===== config.mk =====
export PLATFORM = sky130hd
export DESIGN_NAME = cpts_cell
export DESIGN_NICKNAME = d
export VERILOG_FILES = /design/src/hw/rtl/cpts_pkg.sv /design/src/hw/rtl/cpts_cell.sv
export SDC_FILE = /design/constraint.sdc
export NUM_CORES = 1
export LEC_CHECK = 0
export ABC_AREA = 1
export BUFFER_PORTS_ARGS = -buffer_cell sky130_fd_sc_hd__buf_2
export CAP_MARGIN = 10
export CORE_UTILIZATION = 50
export CTS_CLUSTER_DIAMETER = 120
export DETAILED_ROUTE_END_ITERATION = 7
export HOLD_SLACK_MARGIN = 0.08
export PLACE_DENSITY = 0.79
export SYNTH_ARGS = -nofsm -noshare
export SYNTH_HDL_FRONTEND = slang
export SYNTH_SLANG_ARGS = --single-unit

===== constraint.sdc =====
create_clock -name aclk -period 2.7 [get_ports aclk]
set_input_delay 0.54 -clock aclk [delete_from_list [all_inputs] [get_ports aclk]]
set_output_delay 0.54 -clock aclk [all_outputs]
set_load 0.05 [all_outputs]

===== src/hw/rtl/cpts_pkg.sv =====
// Package for the counter/priority task scheduler.
// Sizes, request codes, transfer payload types and the cell interface types.
// No dependencies.
package cpts_pkg;

    localparam int unsigned NUM_SLOTS    = 64;
    localparam int unsigned COUNTER_BITS = 8;

    localparam int unsigned SLOT_W = $clog2(NUM_SLOTS);
    localparam int unsigned CNT_W  = COUNTER_BITS;
    localparam int unsigned PRIO_W = 7;
    localparam int unsigned SUM_W  = ((CNT_W > PRIO_W) ? CNT_W : PRIO_W) + 1;

    localparam logic [CNT_W-1:0] CNT_MAX  = {CNT_W{1'b1}};
    localparam logic [CNT_W-1:0] CNT_HOME = CNT_W'(15);
    localparam logic [PRIO_W-1:0] PRIO_HOME = PRIO_W'(15);

    localparam logic [1:0] REQ_LOAD  = 2'd0;
    localparam logic [1:0] REQ_RUN   = 2'd1;
    localparam logic [1:0] REQ_CNT   = 2'd2;
    localparam logic [1:0] REQ_SCHED = 2'd3;

    typedef struct packed {
        logic [1:0] req_type;
        logic [5:0] slot;
        logic       occupy;
        logic       runnable;
        logic [7:0] counter_value;
        logic [6:0] priority_value;
    } cpts_in_t;

    typedef struct packed {
        logic [5:0] next_slot;
        logic       switched;
        logic       recomputed;
        logic       none_runnable;
        logic       stuck_zero;
    } cpts_out_t;

    typedef struct packed {
        logic              en;
        logic [1:0]        req_type;
        logic              occupy;
        logic              runnable;
        logic [CNT_W-1:0]  cnt;
        logic [PRIO_W-1:0] prio;
    } cpts_wr_t;

    typedef struct packed {
        logic              found;
        logic [SLOT_W-1:0] idx;
        logic [CNT_W-1:0]  cnt;
    } cpts_tok_t;

endpackage


===== src/hw/rtl/cpts_cell.sv =====
// One task slot of the scheduler chain: slot state plus one stage of the scan.
// Depends on cpts_pkg.
module cpts_cell
    import cpts_pkg::*;
(
    input  logic              aclk,
    input  logic              aresetn,
    input  logic [SLOT_W-1:0] idx_i,
    input  cpts_wr_t          wr_i,
    input  logic              sel_i,
    input  logic              rec_i,
    input  logic              tok_valid_i,
    input  cpts_tok_t         tok_i,
    output logic              tok_valid_o,
    output cpts_tok_t         tok_o
);

    logic              valid_reg, valid_next;
    logic              run_reg, run_next;
    logic [CNT_W-1:0]  cnt_reg, cnt_next;
    logic [PRIO_W-1:0] prio_reg, prio_next;
    logic              tok_valid_reg;
    cpts_tok_t         tok_reg, tok_next;

    logic              home;
    logic [SUM_W-1:0]  sum;
    logic              take;

    assign home = (idx_i == '0);
    assign sum  = SUM_W'(cnt_reg >> 1) + SUM_W'(prio_reg);

    always_comb begin
        valid_next = valid_reg;
        run_next   = run_reg;
        cnt_next   = cnt_reg;
        prio_next  = prio_reg;
        if (wr_i.en && sel_i) begin
            case (wr_i.req_type)
                REQ_LOAD: begin
                    valid_next = wr_i.occupy;
                    run_next   = wr_i.occupy & wr_i.runnable;
                    cnt_next   = wr_i.occupy ? wr_i.cnt : '0;
                    prio_next  = wr_i.occupy ? wr_i.prio : '0;
                end
                REQ_RUN: run_next = wr_i.runnable;
                REQ_CNT: cnt_next = wr_i.cnt;
                default: ;
            endcase
        end else if (rec_i && valid_reg) begin
            cnt_next = (sum > SUM_W'(CNT_MAX)) ? CNT_MAX : CNT_W'(sum);
        end
    end

    // strict compare: scan runs from high index down, so ties keep the higher slot
    assign take = valid_reg && run_reg && (!tok_i.found || (cnt_reg > tok_i.cnt));

    always_comb begin
        tok_next = tok_i;
        if (take) begin
            tok_next.found = 1'b1;
            tok_next.idx   = idx_i;
            tok_next.cnt   = cnt_reg;
        end
    end

    always_ff @(posedge aclk) begin
        if (!aresetn) begin
            valid_reg     <= home;
            run_reg       <= home;
            cnt_reg       <= home ? CNT_HOME : '0;
            prio_reg      <= home ? PRIO_HOME : '0;
            tok_valid_reg <= 1'b0;
        end else begin
            valid_reg     <= valid_next;
            run_reg       <= run_next;
            cnt_reg       <= cnt_next;
            prio_reg      <= prio_next;
            tok_valid_reg <= tok_valid_i;
        end
    end

    always_ff @(posedge aclk) begin
        tok_reg <= tok_next;
    end

    assign tok_valid_o = tok_valid_reg;
    assign tok_o       = tok_reg;

endmodule


==> flow_metrics.env <==
export IMPL_hpwlAfterDp_mm=2.93
export IMPL_nNetsFinal=345
export IMPL_startpoint_type="register"
export IMPL_ir_drop_uv=344
export IMPL_synth_edff_count=17
export IMPL_vias=1633
export IMPL_post_route_period_util_pct=76.6
export IMPL_maxCapViolations=0
export IMPL_cts_hold_fix_buffers=0
export IMPL_cts_buffers=5
export IMPL_cts_resized_gates=0
export IMPL_grt_max_degree=17
export IMPL_hold_viol=0
export IMPL_cts_sinks=33
export IMPL_antenna_found_initial=0
export IMPL_floorplan_die_area_mm2=0.00397
export IMPL_path_cells="ha_1 -> fa_1 -> nand3_1 -> nand2_1 -> nand3_1 -> nand2_1 -> or2_2 -> nand3_1 -> nand2_1"
export IMPL_synth_distinct_cells=25
export IMPL_start_util_pct=54.0
export IMPL_hold_path_class="primary input to register"
export IMPL_fin_cells=330
export IMPL_cp_slowest_stage_delay_ps=450
export IMPL_rsz0062_at_grt="no"
export IMPL_synthTopCellsByCount="46 x nand2_1, 34 x nand3_1, 22 x inv_1"
export IMPL_netlist_area_leader_share_pct=27.5
export IMPL_drt_first_pass_iters=4
export IMPL_antennaDiodeCount=0
export IMPL_p_leak_nw=1.23
export IMPL_wl_per_cell_um=11.3
export IMPL_fp_dieH_um=63.0
export IMPL_cp_slowest_cell="edfxtp_1"
export IMPL_path_class="register to register"
export IMPL_htree_num_levels=2
export IMPL_io_pins=62
export IMPL_clock_skew_final_ps=8.17
export IMPL_postSynthRegisterBits=33
export IMPL_p_per_area_mw_per_mm2=640
export IMPL_synthArstFlopShare_pct=0
export IMPL_rows=21
export IMPL_overflow=0
export IMPL_coreArea_mm2=0.00344
export IMPL_crit_family="simple AND/OR/NAND/NOR gates"
export IMPL_synth_area_leader_cell="edfxtp_1"
export IMPL_cts_tree="done"
export IMPL_ant_nets=0
export IMPL_grt_pass1_wl_mm=6.31
export IMPL_clkTransAtPathRegs_ps=70
export IMPL_rrSetupSlack_ps=630
export IMPL_path_max_fanout=3
export IMPL_drt_iter0_drc=122
export IMPL_clockRootBuffer="clkbuf_8"
export IMPL_synth_most_common_cell="nand2_1"
export IMPL_clkLatencyLatePin_ps=290
export IMPL_endpoint_kind="register"
export IMPL_fin_setup_tns_ps=0
export IMPL_setup_ws_ps=632
export IMPL_grt_use_total_pct=20.6
export IMPL_ys_warn_count=0
export IMPL_max_freq_ghz=0.483
export IMPL_clk_path_buf_depth=2
export IMPL_required_ps=2750
export IMPL_wl_mm=3.74
export IMPL_die_w_um=63.0
export IMPL_cts_setup_buffers=0
export IMPL_fill_cells=292
export IMPL_place_ws_ps=652
export IMPL_viasPerCell=4.95
export IMPL_slew_violations=0
export IMPL_dpl_cell_count=322
export IMPL_drcViolationCount=0
export IMPL_grt_pass1_vias=1538
export IMPL_netlist_top_cells_area="edfxtp_1 27%, dfxtp_1 17%, ha_1 10%, nand2_1 9.3%, nand3_1 9.2%"
export IMPL_synth_area_per_cell_um2=8.53
export IMPL_period_needed_ps=2070
export IMPL_yosysSeqAreaShare_pct=44.7
export IMPL_cp_data_arrival_time_ps=2110
export IMPL_synth_nets=280
export IMPL_gp_congestion=0.768
export IMPL_synthCells=218
export IMPL_synth_area_mm2=0.00186
export IMPL_synthFlopType="edfxtp_1"
export IMPL_tightest_slew_ps=571
export IMPL_setup_violations_final=0
export IMPL_io_buffers=61
export IMPL_final_layout_size_suffix_gt1_share_pct=34.9
export IMPL_slew_headroom_pct=61.6
export IMPL_status="finished clean"
export IMPL_syn_to_final_growth_pct=23.1
export IMPL_largest_register_ffs=15
export IMPL_crit_buf_inv=0
## cells by family (layout without fill, tap and decap cells)
kind of cell / Yosys count / in the layout / synth area share, %
and+or+nand+nor: 120 / 120 / 31.2
DFF: 33 / 33 / 44.7
buffers and inverters: 28 / 94 / 6.73
adders and majority gates: 16 / 16 / 11.2
AOI/OAI and AO/OA: 21 / 21 / 6.26
## area by class of cell
| type | count | area (µm²) | area share (%) |
|---|---|---|---|
| Multi-Input combinational cell | 157 | 903 | 39.5 |
| Sequential cell | 33 | 831 | 36.3 |
| Timing Repair Buffer | 63 | 320 | 14.0 |
| Inverter | 23 | 86.3 | 3.77 |
| Clock buffer | 6 | 82.6 | 3.61 |
| Tap cell | 46 | 57.6 | 2.51 |
| Clock inverter | 2 | 8.76 | 0.383 |
## worst min-delay path, cell delays in order
cell	delay [ps]
buf_2	80
nand2_1	40
inv_1	40
## placed cells by master, fill, tap and decap left out, types with 2 or more instances in the layout
| master | n |
|---|---|
| buf_2 | 61 |
| edfxtp_1 | 17 |
| dfxtp_1 | 16 |
| a31oi_1 | 2 |
| nand2_2 | 21 |
| ha_1 | 15 |
| a21o_1 | 2 |
| nor2_1 | 9 |
| nand2_4 | 2 |
| a21oi_1 | 9 |
| nand3_1 | 34 |
| clkbuf_8 | 6 |
| nand2_1 | 46 |
| inv_1 | 22 |
| or2_2 | 4 |
| buf_4 | 2 |
| o21ai_0 | 6 |
## path summary, 6_finish.rpt
check | startpoint | to | depth (start not counted)
min | tok_valid_i | tok_valid_o | 3
max | cnt_reg[1] | cnt_reg[6] | 9
min reg2reg | cnt_reg[0] | tok_o[0] | 2
max reg2reg | cnt_reg[1] | cnt_reg[6] | 9
## through the flow
stage                     area (µm²)  util, %  hold WS (ps)  power, mW
after floorplan                 1860        -           471      0.981
after global placement          2200     63.9           510       1.08
after detailed placement        2200     63.9           504       1.09
after CTS                       2290     66.5           441       1.48
after global routing            2290     66.5           447       1.56
final                           2290     66.5           440       1.46
## power by group
part           internal [mW]  switching [mW]
Combinational          0.157           0.296
Clock                  0.202           0.179
Sequential             0.599          0.0322
Total                  0.957           0.507
## layer usage
metal	global-route usage, %	vias to the layer above	share of wire (%)
met5	0	-	0
met3	7.12	2	6.8
met1	23.7	721	43
met2	36.2	55	49
met4	5.23	0	0.62
li1	-	855	-
Note: power is estimated with default switching activity, not from simulation.
